File: src/rtl/core/assert_macros.svh
// Assertion macros shared by the RTL of the fan speed filter.
// Depends on nothing; the including module supplies clock and reset names.
`ifndef ASSERT_MACROS_SVH
`define ASSERT_MACROS_SVH

// Same-cycle implication, disabled while reset is asserted.
`define ASSERT_IMPL(label, clk, rst_n, ante, cons) \
	label: assert property (@(posedge clk) disable iff (!rst_n) (ante) |-> (cons)) \
		else $error("assertion failed");

// Next-cycle implication, disabled while reset is asserted.
`define ASSERT_NEXT(label, clk, rst_n, ante, cons) \
	label: assert property (@(posedge clk) disable iff (!rst_n) (ante) |=> (cons)) \
		else $error("assertion failed");

`endif

File: src/rtl/core/fanlag_pkg.sv
// Package for the fan speed lag and slew filter: constants, register indexes,
// update kind codes and internal datapath widths. Depends on nothing.
package fanlag_pkg;

	localparam int DEFAULT_CHANNELS      = 8;
	localparam int DEFAULT_FRACTION_BITS = 12;

	// Bit-serial datapath widths.
	localparam int MUL_W   = 33;
	localparam int MUL_B_W = 17;
	localparam int DIV_W   = 32;
	localparam int DIV_D_W = 17;
	localparam int DT_W    = 13;
	localparam int STEP_W  = 17;
	localparam int LIM_W   = 19;
	localparam int CNT_W   = 6;

	localparam logic [CNT_W-1:0] MUL_STEPS = CNT_W'(MUL_B_W);
	localparam logic [CNT_W-1:0] DIV_STEPS = CNT_W'(DIV_W);

	localparam logic [31:0]        RESET_GAP_MS    = 32'd5000;
	localparam logic [31:0]        HOLD_GAP_MS     = 32'd100;
	localparam logic [15:0]        MIN_STOP_RPM    = 16'd10;
	localparam logic [15:0]        DEFAULT_MAX_RPM = 16'd5000;
	localparam logic [DIV_D_W-1:0] MS_PER_S        = DIV_D_W'(1000);

	localparam logic [7:0]  RST_COUNT_MULT = 8'd1;
	localparam logic [9:0]  RST_STEPS      = 10'd0;
	localparam logic [15:0] RST_MAX_RPM    = 16'd5000;
	localparam logic [15:0] RST_TAU_MS     = 16'd1000;
	localparam logic [15:0] RST_SLEW       = 16'd1250;
	localparam logic [15:0] RST_STOP       = 16'd50;

	typedef logic [2:0] reg_index_t;

	localparam reg_index_t REG_COUNT_MULT = 3'd0;
	localparam reg_index_t REG_STEPS      = 3'd1;
	localparam reg_index_t REG_MAX_RPM    = 3'd2;
	localparam reg_index_t REG_TAU_MS     = 3'd3;
	localparam reg_index_t REG_SLEW       = 3'd4;
	localparam reg_index_t REG_STOP       = 3'd5;

	typedef enum logic [2:0] {
		KIND_STOP  = 3'd0,
		KIND_RESET = 3'd1,
		KIND_HOLD  = 3'd2,
		KIND_SAME  = 3'd3,
		KIND_STEP  = 3'd4
	} kind_t;

endpackage

File: src/rtl/core/fan_rpm_lag_slew_filter_top.sv
// Fan speed filter top level: RPM conversion, per-channel lag step and slew limit.
// Depends on fanlag_pkg and assert_macros.svh.
//
// Channel   Direction  Handshake            Payload
// cfg       in         cfg_valid/cfg_ready  cfg_index, cfg_data
// in        in         in_valid/in_stall    channel, raw_count, now_ms
// out       out        out_valid/out_stall  filtered_rpm, raw_rpm, update_kind
//
// One request is worked on at a time; the next is taken once the result sits in the
// output register. A request runs the shift-add multiplier and, in steps mode, then the
// restoring divider; a lag step adds the divider, the multiplier twice and the divider
// again. Both work one bit a cycle, over 17 multiplier bits and 32 quotient bits.
// Reset clears configuration to its defaults and all channel state at once.
// A stalled output holds its result; the block then waits before taking the next one.
`include "assert_macros.svh"

module fan_rpm_lag_slew_filter_top #(
	parameter int CHANNELS      = fanlag_pkg::DEFAULT_CHANNELS,
	parameter int FRACTION_BITS = fanlag_pkg::DEFAULT_FRACTION_BITS
) (
	input  logic        clk,
	input  logic        arst_n,
	input  logic        cfg_valid,
	output logic        cfg_ready,
	input  logic [2:0]  cfg_index,
	input  logic [15:0] cfg_data,
	input  logic        in_valid,
	output logic        in_stall,
	input  logic [2:0]  channel,
	input  logic [15:0] raw_count,
	input  logic [31:0] now_ms,
	output logic        out_valid,
	input  logic        out_stall,
	output logic [15:0] filtered_rpm,
	output logic [15:0] raw_rpm,
	output logic [2:0]  update_kind
);

	localparam int CH_W    = (CHANNELS > 1) ? $clog2(CHANNELS) : 1;
	localparam int MUL_W   = fanlag_pkg::MUL_W;
	localparam int MUL_B_W = fanlag_pkg::MUL_B_W;
	localparam int DIV_W   = fanlag_pkg::DIV_W;
	localparam int DIV_D_W = fanlag_pkg::DIV_D_W;
	localparam int DT_W    = fanlag_pkg::DT_W;
	localparam int STEP_W  = fanlag_pkg::STEP_W;
	localparam int LIM_W   = fanlag_pkg::LIM_W;
	localparam int CNT_W   = fanlag_pkg::CNT_W;
	localparam logic [MUL_W-1:0] ROUND_MASK = MUL_W'((64'd1 << FRACTION_BITS) - 64'd1);

	typedef enum logic [3:0] {
		ST_IDLE,
		ST_CONV_MUL,
		ST_CONV_DIV,
		ST_DECIDE,
		ST_ALPHA_DIV,
		ST_STEP_MUL,
		ST_SLEW_MUL,
		ST_SLEW_DIV,
		ST_APPLY,
		ST_DONE
	} state_t;

	// Configuration registers.
	logic [7:0]  mult_q;
	logic [9:0]  steps_q;
	logic [15:0] max_rpm_q;
	logic [15:0] tau_q;
	logic [15:0] slew_q;
	logic [15:0] stop_q;

	// Per-channel state.
	logic [15:0] filt_mem_q [CHANNELS];
	logic [31:0] time_mem_q [CHANNELS];
	logic        seen_q     [CHANNELS];

	state_t                   state_q;
	logic [CNT_W-1:0]         cnt_q;
	logic [2:0]               ch_q;
	logic [31:0]              now_q;
	logic [15:0]              raw_q;
	logic [15:0]              filt_q;
	logic                     dneg_q;
	logic [15:0]              dmag_q;
	logic [DT_W-1:0]          dt_q;
	logic [MUL_W-1:0]         prod_q;
	logic [STEP_W-1:0]        step_q;
	logic [LIM_W-1:0]         lim_q;
	logic [15:0]              res_filt_q;
	fanlag_pkg::kind_t        kind_q;
	logic [MUL_W-1:0]         mul_acc_q;
	logic [MUL_W-1:0]         mul_a_q;
	logic [MUL_B_W-1:0]       mul_b_q;
	logic [DIV_W-1:0]         div_quo_q;
	logic [DIV_D_W-1:0]       div_rem_q;
	logic [DIV_D_W-1:0]       div_den_q;
	logic                     out_valid_q;
	logic [15:0]              out_filt_q;
	logic [15:0]              out_raw_q;
	fanlag_pkg::kind_t        out_kind_q;

	logic [15:0]        top_rpm;
	logic [15:0]        thr;
	logic [MUL_W-1:0]   acc_nx;
	logic [DIV_D_W:0]   rem_sh;
	logic               rem_ge;
	logic [DIV_D_W:0]   rem_nx;
	logic [DIV_W-1:0]   quo_nx;
	logic [MUL_W-1:0]   conv_val;
	logic [15:0]        raw_nx;
	logic [CH_W-1:0]    ch_idx;
	logic               ch_ok;
	logic [15:0]        cur_filt;
	logic [31:0]        dt_full;
	logic [MUL_W-1:0]   prod_rnd;
	logic [STEP_W-1:0]  step_raw;
	logic [STEP_W-1:0]  step_nx;
	logic [LIM_W-1:0]   lim_eff;
	logic [STEP_W-1:0]  smag;
	logic [15:0]        new_filt;
	logic               iter_last;
	logic               iter_busy;
	logic               out_load;
	logic               stop_out;

	assign cfg_ready    = 1'b1;
	assign in_stall     = (state_q != ST_IDLE);
	assign out_valid    = out_valid_q;
	assign filtered_rpm = out_filt_q;
	assign raw_rpm      = out_raw_q;
	assign update_kind  = out_kind_q;

	always_comb begin
		top_rpm = (max_rpm_q == 16'd0) ? fanlag_pkg::DEFAULT_MAX_RPM : max_rpm_q;
		thr     = (stop_q < fanlag_pkg::MIN_STOP_RPM) ? fanlag_pkg::MIN_STOP_RPM : stop_q;

		// One shift-add step of the multiplier and one restoring step of the divider.
		acc_nx = mul_acc_q + (mul_b_q[0] ? mul_a_q : '0);
		rem_sh = {div_rem_q, div_quo_q[DIV_W-1]};
		rem_ge = (rem_sh >= {1'b0, div_den_q});
		rem_nx = rem_ge ? (rem_sh - {1'b0, div_den_q}) : rem_sh;
		quo_nx = {div_quo_q[DIV_W-2:0], rem_ge};

		conv_val = (state_q == ST_CONV_DIV) ? MUL_W'(quo_nx) : acc_nx;
		raw_nx   = (conv_val > MUL_W'(top_rpm)) ? top_rpm : conv_val[15:0];

		ch_idx   = CH_W'(ch_q);
		ch_ok    = (32'(ch_q) < 32'(CHANNELS));
		cur_filt = filt_mem_q[ch_idx];
		dt_full  = now_q - time_mem_q[ch_idx];

		// A negative step rounds towards minus infinity, so its magnitude rounds up.
		prod_rnd = dneg_q ? (prod_q + ROUND_MASK) : prod_q;
		step_raw = STEP_W'(prod_rnd >> FRACTION_BITS);
		step_nx  = (step_raw == '0) ? STEP_W'(1) : step_raw;

		lim_eff  = (lim_q == '0) ? LIM_W'(1) : lim_q;
		smag     = (LIM_W'(step_q) > lim_eff) ? STEP_W'(lim_eff) : step_q;
		new_filt = dneg_q ? (filt_q - smag[15:0]) : (filt_q + smag[15:0]);

		iter_last = (cnt_q == CNT_W'(1));
		iter_busy = (state_q == ST_CONV_MUL) || (state_q == ST_CONV_DIV)
			|| (state_q == ST_ALPHA_DIV) || (state_q == ST_STEP_MUL)
			|| (state_q == ST_SLEW_MUL) || (state_q == ST_SLEW_DIV);
		out_load  = (state_q == ST_DONE) && (!out_valid_q || !out_stall);
		stop_out  = out_valid && (update_kind == fanlag_pkg::KIND_STOP);
	end

	always_ff @(posedge clk or negedge arst_n) begin
		if (!arst_n) begin
			mult_q    <= fanlag_pkg::RST_COUNT_MULT;
			steps_q   <= fanlag_pkg::RST_STEPS;
			max_rpm_q <= fanlag_pkg::RST_MAX_RPM;
			tau_q     <= fanlag_pkg::RST_TAU_MS;
			slew_q    <= fanlag_pkg::RST_SLEW;
			stop_q    <= fanlag_pkg::RST_STOP;
		end else if (cfg_valid) begin
			case (cfg_index)
				fanlag_pkg::REG_COUNT_MULT: mult_q    <= cfg_data[7:0];
				fanlag_pkg::REG_STEPS:      steps_q   <= cfg_data[9:0];
				fanlag_pkg::REG_MAX_RPM:    max_rpm_q <= cfg_data;
				fanlag_pkg::REG_TAU_MS:     tau_q     <= cfg_data;
				fanlag_pkg::REG_SLEW:       slew_q    <= cfg_data;
				fanlag_pkg::REG_STOP:       stop_q    <= cfg_data;
				default: begin
				end
			endcase
		end
	end

	always_ff @(posedge clk or negedge arst_n) begin
		if (!arst_n) begin
			state_q     <= ST_IDLE;
			cnt_q       <= '0;
			out_valid_q <= 1'b0;
			for (int i = 0; i < CHANNELS; i++) begin
				filt_mem_q[i] <= '0;
				time_mem_q[i] <= '0;
				seen_q[i]     <= 1'b0;
			end
		end else begin
			if (out_load) begin
				out_valid_q <= 1'b1;
			end else if (out_valid_q && !out_stall) begin
				out_valid_q <= 1'b0;
			end
			case (state_q)
				ST_IDLE: begin
					if (in_valid) begin
						ch_q      <= channel;
						now_q     <= now_ms;
						mul_acc_q <= '0;
						cnt_q     <= fanlag_pkg::MUL_STEPS;
						if (steps_q != 10'd0) begin
							mul_a_q <= MUL_W'(top_rpm);
							mul_b_q <= MUL_B_W'(raw_count);
						end else begin
							mul_a_q <= MUL_W'(raw_count);
							mul_b_q <= MUL_B_W'(mult_q);
						end
						state_q <= ST_CONV_MUL;
					end
				end
				ST_CONV_MUL: begin
					mul_acc_q <= acc_nx;
					mul_a_q   <= mul_a_q << 1;
					mul_b_q   <= mul_b_q >> 1;
					if (!iter_last) begin
						cnt_q <= cnt_q - CNT_W'(1);
					end else if (steps_q != 10'd0) begin
						div_quo_q <= acc_nx[DIV_W-1:0];
						div_rem_q <= '0;
						div_den_q <= DIV_D_W'(steps_q);
						cnt_q     <= fanlag_pkg::DIV_STEPS;
						state_q   <= ST_CONV_DIV;
					end else begin
						cnt_q   <= '0;
						raw_q   <= raw_nx;
						state_q <= ST_DECIDE;
					end
				end
				ST_CONV_DIV: begin
					div_quo_q <= quo_nx;
					div_rem_q <= rem_nx[DIV_D_W-1:0];
					cnt_q     <= cnt_q - CNT_W'(1);
					if (iter_last) begin
						raw_q   <= raw_nx;
						state_q <= ST_DECIDE;
					end
				end
				ST_DECIDE: begin
					state_q <= ST_DONE;
					if (!ch_ok) begin
						res_filt_q <= '0;
						kind_q     <= fanlag_pkg::KIND_STOP;
					end else if (raw_q < thr) begin
						filt_mem_q[ch_idx] <= '0;
						time_mem_q[ch_idx] <= now_q;
						seen_q[ch_idx]     <= 1'b1;
						res_filt_q         <= '0;
						kind_q             <= fanlag_pkg::KIND_STOP;
					end else if (!seen_q[ch_idx] || (dt_full > fanlag_pkg::RESET_GAP_MS)) begin
						filt_mem_q[ch_idx] <= raw_q;
						time_mem_q[ch_idx] <= now_q;
						seen_q[ch_idx]     <= 1'b1;
						res_filt_q         <= raw_q;
						kind_q             <= fanlag_pkg::KIND_RESET;
					end else if (dt_full < fanlag_pkg::HOLD_GAP_MS) begin
						res_filt_q <= cur_filt;
						kind_q     <= fanlag_pkg::KIND_HOLD;
					end else if (raw_q == cur_filt) begin
						time_mem_q[ch_idx] <= now_q;
						res_filt_q         <= cur_filt;
						kind_q             <= fanlag_pkg::KIND_SAME;
					end else begin
						time_mem_q[ch_idx] <= now_q;
						filt_q    <= cur_filt;
						dneg_q    <= (raw_q < cur_filt);
						dmag_q    <= (raw_q < cur_filt) ? (cur_filt - raw_q) : (raw_q - cur_filt);
						dt_q      <= dt_full[DT_W-1:0];
						div_quo_q <= DIV_W'(dt_full[DT_W-1:0]) << FRACTION_BITS;
						div_rem_q <= '0;
						div_den_q <= DIV_D_W'(tau_q) + DIV_D_W'(dt_full[DT_W-1:0]);
						cnt_q     <= fanlag_pkg::DIV_STEPS;
						kind_q    <= fanlag_pkg::KIND_STEP;
						state_q   <= ST_ALPHA_DIV;
					end
				end
				ST_ALPHA_DIV: begin
					div_quo_q <= quo_nx;
					div_rem_q <= rem_nx[DIV_D_W-1:0];
					if (iter_last) begin
						mul_acc_q <= '0;
						mul_a_q   <= MUL_W'(dmag_q);
						mul_b_q   <= quo_nx[MUL_B_W-1:0];
						cnt_q     <= fanlag_pkg::MUL_STEPS;
						state_q   <= ST_STEP_MUL;
					end else begin
						cnt_q <= cnt_q - CNT_W'(1);
					end
				end
				ST_STEP_MUL: begin
					if (iter_last) begin
						prod_q    <= acc_nx;
						mul_acc_q <= '0;
						mul_a_q   <= MUL_W'(slew_q);
						mul_b_q   <= MUL_B_W'(dt_q);
						cnt_q     <= fanlag_pkg::MUL_STEPS;
						state_q   <= ST_SLEW_MUL;
					end else begin
						mul_acc_q <= acc_nx;
						mul_a_q   <= mul_a_q << 1;
						mul_b_q   <= mul_b_q >> 1;
						cnt_q     <= cnt_q - CNT_W'(1);
					end
				end
				ST_SLEW_MUL: begin
					step_q    <= step_nx;
					mul_acc_q <= acc_nx;
					mul_a_q   <= mul_a_q << 1;
					mul_b_q   <= mul_b_q >> 1;
					if (iter_last) begin
						div_quo_q <= acc_nx[DIV_W-1:0];
						div_rem_q <= '0;
						div_den_q <= fanlag_pkg::MS_PER_S;
						cnt_q     <= fanlag_pkg::DIV_STEPS;
						state_q   <= ST_SLEW_DIV;
					end else begin
						cnt_q <= cnt_q - CNT_W'(1);
					end
				end
				ST_SLEW_DIV: begin
					div_quo_q <= quo_nx;
					div_rem_q <= rem_nx[DIV_D_W-1:0];
					cnt_q     <= cnt_q - CNT_W'(1);
					if (iter_last) begin
						lim_q   <= LIM_W'(quo_nx);
						state_q <= ST_APPLY;
					end
				end
				ST_APPLY: begin
					filt_mem_q[ch_idx] <= new_filt;
					res_filt_q         <= new_filt;
					state_q            <= ST_DONE;
				end
				ST_DONE: begin
					if (out_load) begin
						out_filt_q <= res_filt_q;
						out_raw_q  <= raw_q;
						out_kind_q <= kind_q;
						state_q    <= ST_IDLE;
					end
				end
				default: begin
					state_q <= ST_IDLE;
				end
			endcase
		end
	end

	`ASSERT_NEXT(a_accept_busy, clk, arst_n, in_valid && !in_stall, state_q != ST_IDLE)
	`ASSERT_IMPL(a_stop_zero, clk, arst_n, stop_out, filtered_rpm == 16'd0)
	`ASSERT_IMPL(a_cnt_iter, clk, arst_n, cnt_q != '0, iter_busy)

endmodule

File: config.mk
export PLATFORM = sky130hd
export DESIGN_NAME = fan_rpm_lag_slew_filter_top
export DESIGN_NICKNAME = d
export VERILOG_FILES = /design/src/rtl/core/fanlag_pkg.sv /design/src/rtl/core/fan_rpm_lag_slew_filter_top.sv
export VERILOG_INCLUDE_DIRS = /design/src /design/src/rtl/core
export SDC_FILE = /design/constraint.sdc
export NUM_CORES = 2
export LEC_CHECK = 0
export BUFFER_PORTS_ARGS = -buffer_cell sky130_fd_sc_hd__buf_4
export CORE_ASPECT_RATIO = 1.75
export CORE_MARGIN = 2
export CORE_UTILIZATION = 40
export CTS_BUF_LIST = sky130_fd_sc_hd__clkbuf_4 sky130_fd_sc_hd__clkbuf_8 sky130_fd_sc_hd__clkbuf_16
export CTS_CLUSTER_DIAMETER = 80
export DETAILED_ROUTE_END_ITERATION = 8
export GPL_TIMING_DRIVEN = 0
export SYNTH_ARGS = -nofsm -noshare
export SYNTH_HDL_FRONTEND = slang
export SYNTH_SLANG_ARGS = --single-unit
File: constraint.sdc
create_clock -name clk -period 12.56 [get_ports clk]
set_input_delay 1.256 -clock clk [delete_from_list [all_inputs] [get_ports clk]]
set_output_delay 1.256 -clock clk [all_outputs]
set_load 0.02 [all_outputs]
==> flow_metrics.env <==
export IMPL_status="finished, final reports clean"
export IMPL_ys_top_cells_by_area="dfrtp_1 (26%), edfxtp_1 (25%), mux2_2 (12%)"
export IMPL_synth_nets=4018
export IMPL_drt_iter0_markers=2293
export IMPL_cts_setup_buffers=0
export IMPL_seq_power_share_pct=37.6
export IMPL_grt_pass1_wl_um=217000
export IMPL_synthCells=3747
export IMPL_switching_share_pct=39.1
export IMPL_placed_cells=5358
export IMPL_routed_wl_um=150000
export IMPL_hold_path_class="flip-flop to flip-flop"
export IMPL_power_frac_clock_pct=21.3
export IMPL_clockBufferDepth=3
export IMPL_yosys_warnings=0
export IMPL_async_reset_ff_share_pct=57.1
export IMPL_ys_ff_latch=850
export IMPL_combPwrFrac_pct=41.2
export IMPL_final_hold_violation_count=0
export IMPL_max_freq_ghz=0.102
export IMPL_setup_viol=0
export IMPL_drive_above_1_share_pct=21.2
export IMPL_ir_drop_uv=128
export IMPL_place_ws_ps=3250
export IMPL_slew_limit_headroom_pct=5.14
export IMPL_yosysSeqAreaShare_pct=52.5
export IMPL_postPlaceCellArea_mm2=0.0474
export IMPL_hold_depth=0
export IMPL_worstSkewPairLatency_ps=720
export IMPL_dieArea_mm2=0.113
export IMPL_r2r_start="mul_b_q[0]"
export IMPL_cts_sinks=850
export IMPL_grt_pass1_vias=32800
export IMPL_worst_slew_pin_slew_ps=1410
export IMPL_synthMostInstantiatedCell="dfrtp_1"
export IMPL_grt_remaining_overflow=0
export IMPL_r2r_worst_path_cells=21
export IMPL_vias_per_cell=5.80
export IMPL_setup_worst_path_end_class="flip-flop"
export IMPL_leakagePower_nw=20.4
export IMPL_required_ps=13000
export IMPL_total_power_mw=12.3
export IMPL_synth_cell_type_count=90
export IMPL_setup_slack_ps=2760
export IMPL_ant_nets=0
export IMPL_min_period_ps=9800
export IMPL_vias=32000
export IMPL_reg2reg_slack_ps=2760
export IMPL_hp_start="res_filt_q[11]"
export IMPL_slew_violations=0
export IMPL_cp_arrival_ps=10240
export IMPL_yosysTopAreaCellShare_pct=26.4
export IMPL_cts_made_buffers=82
export IMPL_ios=113
export IMPL_cts_root_buf="clkbuf_16"
export IMPL_synth_edf_count=365
export IMPL_synth_largest_area_cell="dfrtp_1"
export IMPL_first_pass_iters=6
export IMPL_rows=161
export IMPL_synth_area_per_cell_um2=11.8
export IMPL_start_util_pct=40.2
export IMPL_io_buffer_count=109
export IMPL_core_area_mm2=0.110
export IMPL_drc_errors=0
export IMPL_clk_pin_slew_worst_paths_ps=70
export IMPL_die_w_um=255
export IMPL_fill_cells=10400
export IMPL_finClkSkew_ps=25.5
export IMPL_die_h_um=443
export IMPL_final_area_mm2=0.0502
export IMPL_grt_max_degree=109
export IMPL_synthTopCellsByCount="dfrtp_1 (465), mux2_2 (452), edfxtp_1 (365), nand2_1 (232), a22oi_1 (205)"
export IMPL_drt_wirelength_per_cell_um=27.1
export IMPL_yosys_most_used_dff="dfrtp_1"
export IMPL_gp_congestion=0.968
export IMPL_hold_buffers=0
export IMPL_dp_hpwl_um=113000
export IMPL_rsz0062_at_grt="no"
export IMPL_intPower_mw=7.47
export IMPL_h_tree_depth=3
export IMPL_layout_nets=4246
export IMPL_crit_fanout=10
export IMPL_critPathLaunchType="flip-flop"
export IMPL_antenna_found_initial=4
export IMPL_cts_tree="done"
export IMPL_cts_repair_resized=0
export IMPL_synthToLayoutAreaGrowth_pct=13.8
export IMPL_syn_area_mm2=0.0441
export IMPL_grt_use_total_pct=26.5
export IMPL_period_share_pct=78.0
export IMPL_worstSetupStartpoint="mul_b_q[0]"
export IMPL_crit_type="flip-flop to flip-flop"
export IMPL_p_per_area_mw_per_mm2=244
export IMPL_power_switching_mw=4.79
export IMPL_drv_cap=0
export IMPL_final_cells=5515
[cell usage in the layout (no fill, tap or decap), types with 38 or more instances in the layout]
cell type,n
nand2_1,232
xor2_1,54
inv_1,177
clkbuf_16,87
dfrtp_1,465
nor3_1,40
xnor2_1,81
mux2_2,452
clkbuf_1,116
edfxtp_1,365
mux2i_1,38
and2_1,63
nor2_1,188
a21o_1,62
nand4_1,43
o21ai_0,188
and4_1,38
a22oi_1,205
ha_1,189
a21oi_1,181
buf_4,119
a31oi_1,38
[state kept, by name (all words and copies together) (netlist names), 16 cells and up]
name and count:
time_mem_q 256, filt_mem_q 128, mul_a_q 33, mul_acc_q 33
div_quo_q 32, now_q 32, prod_q 29, lim_q 19
div_den_q 17, div_rem_q 17, mul_b_q 17, step_q 17
dmag_q 16, filt_q 16, filtered_rpm 16, max_rpm_q 16
raw_q 16, raw_rpm 16, res_filt_q 16, slew_q 16
stop_q 16, tau_q 16
[path summary, 6_finish.rpt]
check	end
min	filtered_rpm[11]
max in group asynchronous	time_mem_q[188]
max	raw_q[10]
min reg2reg	filtered_rpm[11]
min in group asynchronous	stop_q[12]
max reg2reg	raw_q[10]
[layer usage]
layer,GRT usage [%],vias up,routed length [µm]
li1,-,14400,-
met1,27.2,16200,52000
met2,48.5,977,78800
met3,3.57,403,6360
met4,19.2,0,12500
met5,0,-,0
[per-stage QoR]
step | utilization (%) | TNS, ps | hold slack (ps)
6_report | 45.8 | 0 | 419
5_1_grt | 45.8 | 0 | 429
4_1_cts | 45.8 | 0 | 420
3_5_place_dp | 43.2 | 0 | 406
3_3_place_gp | 42.6 | -549980 | 408
2_1_floorplan | - | 0 | 400
[critical path: stages (launching register included)]
cell and delay (ps):
edfxtp_1 600, clkbuf_1 370, and2_1 240, ha_1 230
fa_1 440, a211oi_1 340, o21ai_0 240, a2111oi_0 1190
nor2_1 300, a21boi_0 510, xor2_1 670, o21ai_0 560
ha_1 520, nand4_1 100, nor2_1 60, a221o_1 310
a21o_1 180, a21oi_1 980, o2111a_1 690, buf_2 330
buf_4 270, mux2_2 380
[power by group through the flow]
stage / sequential, mW / combinational (mW) / clock (mW)
final: 4.61 / 5.05 / 2.61
after global routing: 4.70 / 5.45 / 2.75
after CTS: 4.59 / 4.99 / 2.65
after detailed placement: 4.64 / 4.96 / 0
after global placement: 4.66 / 4.81 / 0
after floorplan: 4.47 / 3.35 / 0
[cells by family (layout without fill, tap and decap cells)]
logic type / count (synthesis) / after routing / synth area share, %
fa+ha+maj: 196 / 196 / 5.68
simple gates: 807 / 807 / 9.23
other cells: 1 / 4 / 0.00851
flops: 850 / 850 / 52.5
compound gates: 913 / 913 / 13.9
mux: 490 / 490 / 12.4
xor+xnor: 136 / 136 / 2.73
buf+inv: 354 / 652 / 3.57
[final cells by class]
class                   count  area (µm²)  share of cell area [%]
clock inverters            43         405                   0.808
repair buffers            144        1360                    2.71
flip-flops and latches    850       23100                    46.1
well taps                1467        1840                    3.66
clock buffers             111        2390                    4.77
inverters                 177         664                    1.32
plain buffers             177         907                    1.81
multi-input cells        2543       19500                    38.8
diodes                      3        7.51                  0.0150
No activity file was read; power rests on OpenSTA's default activity.
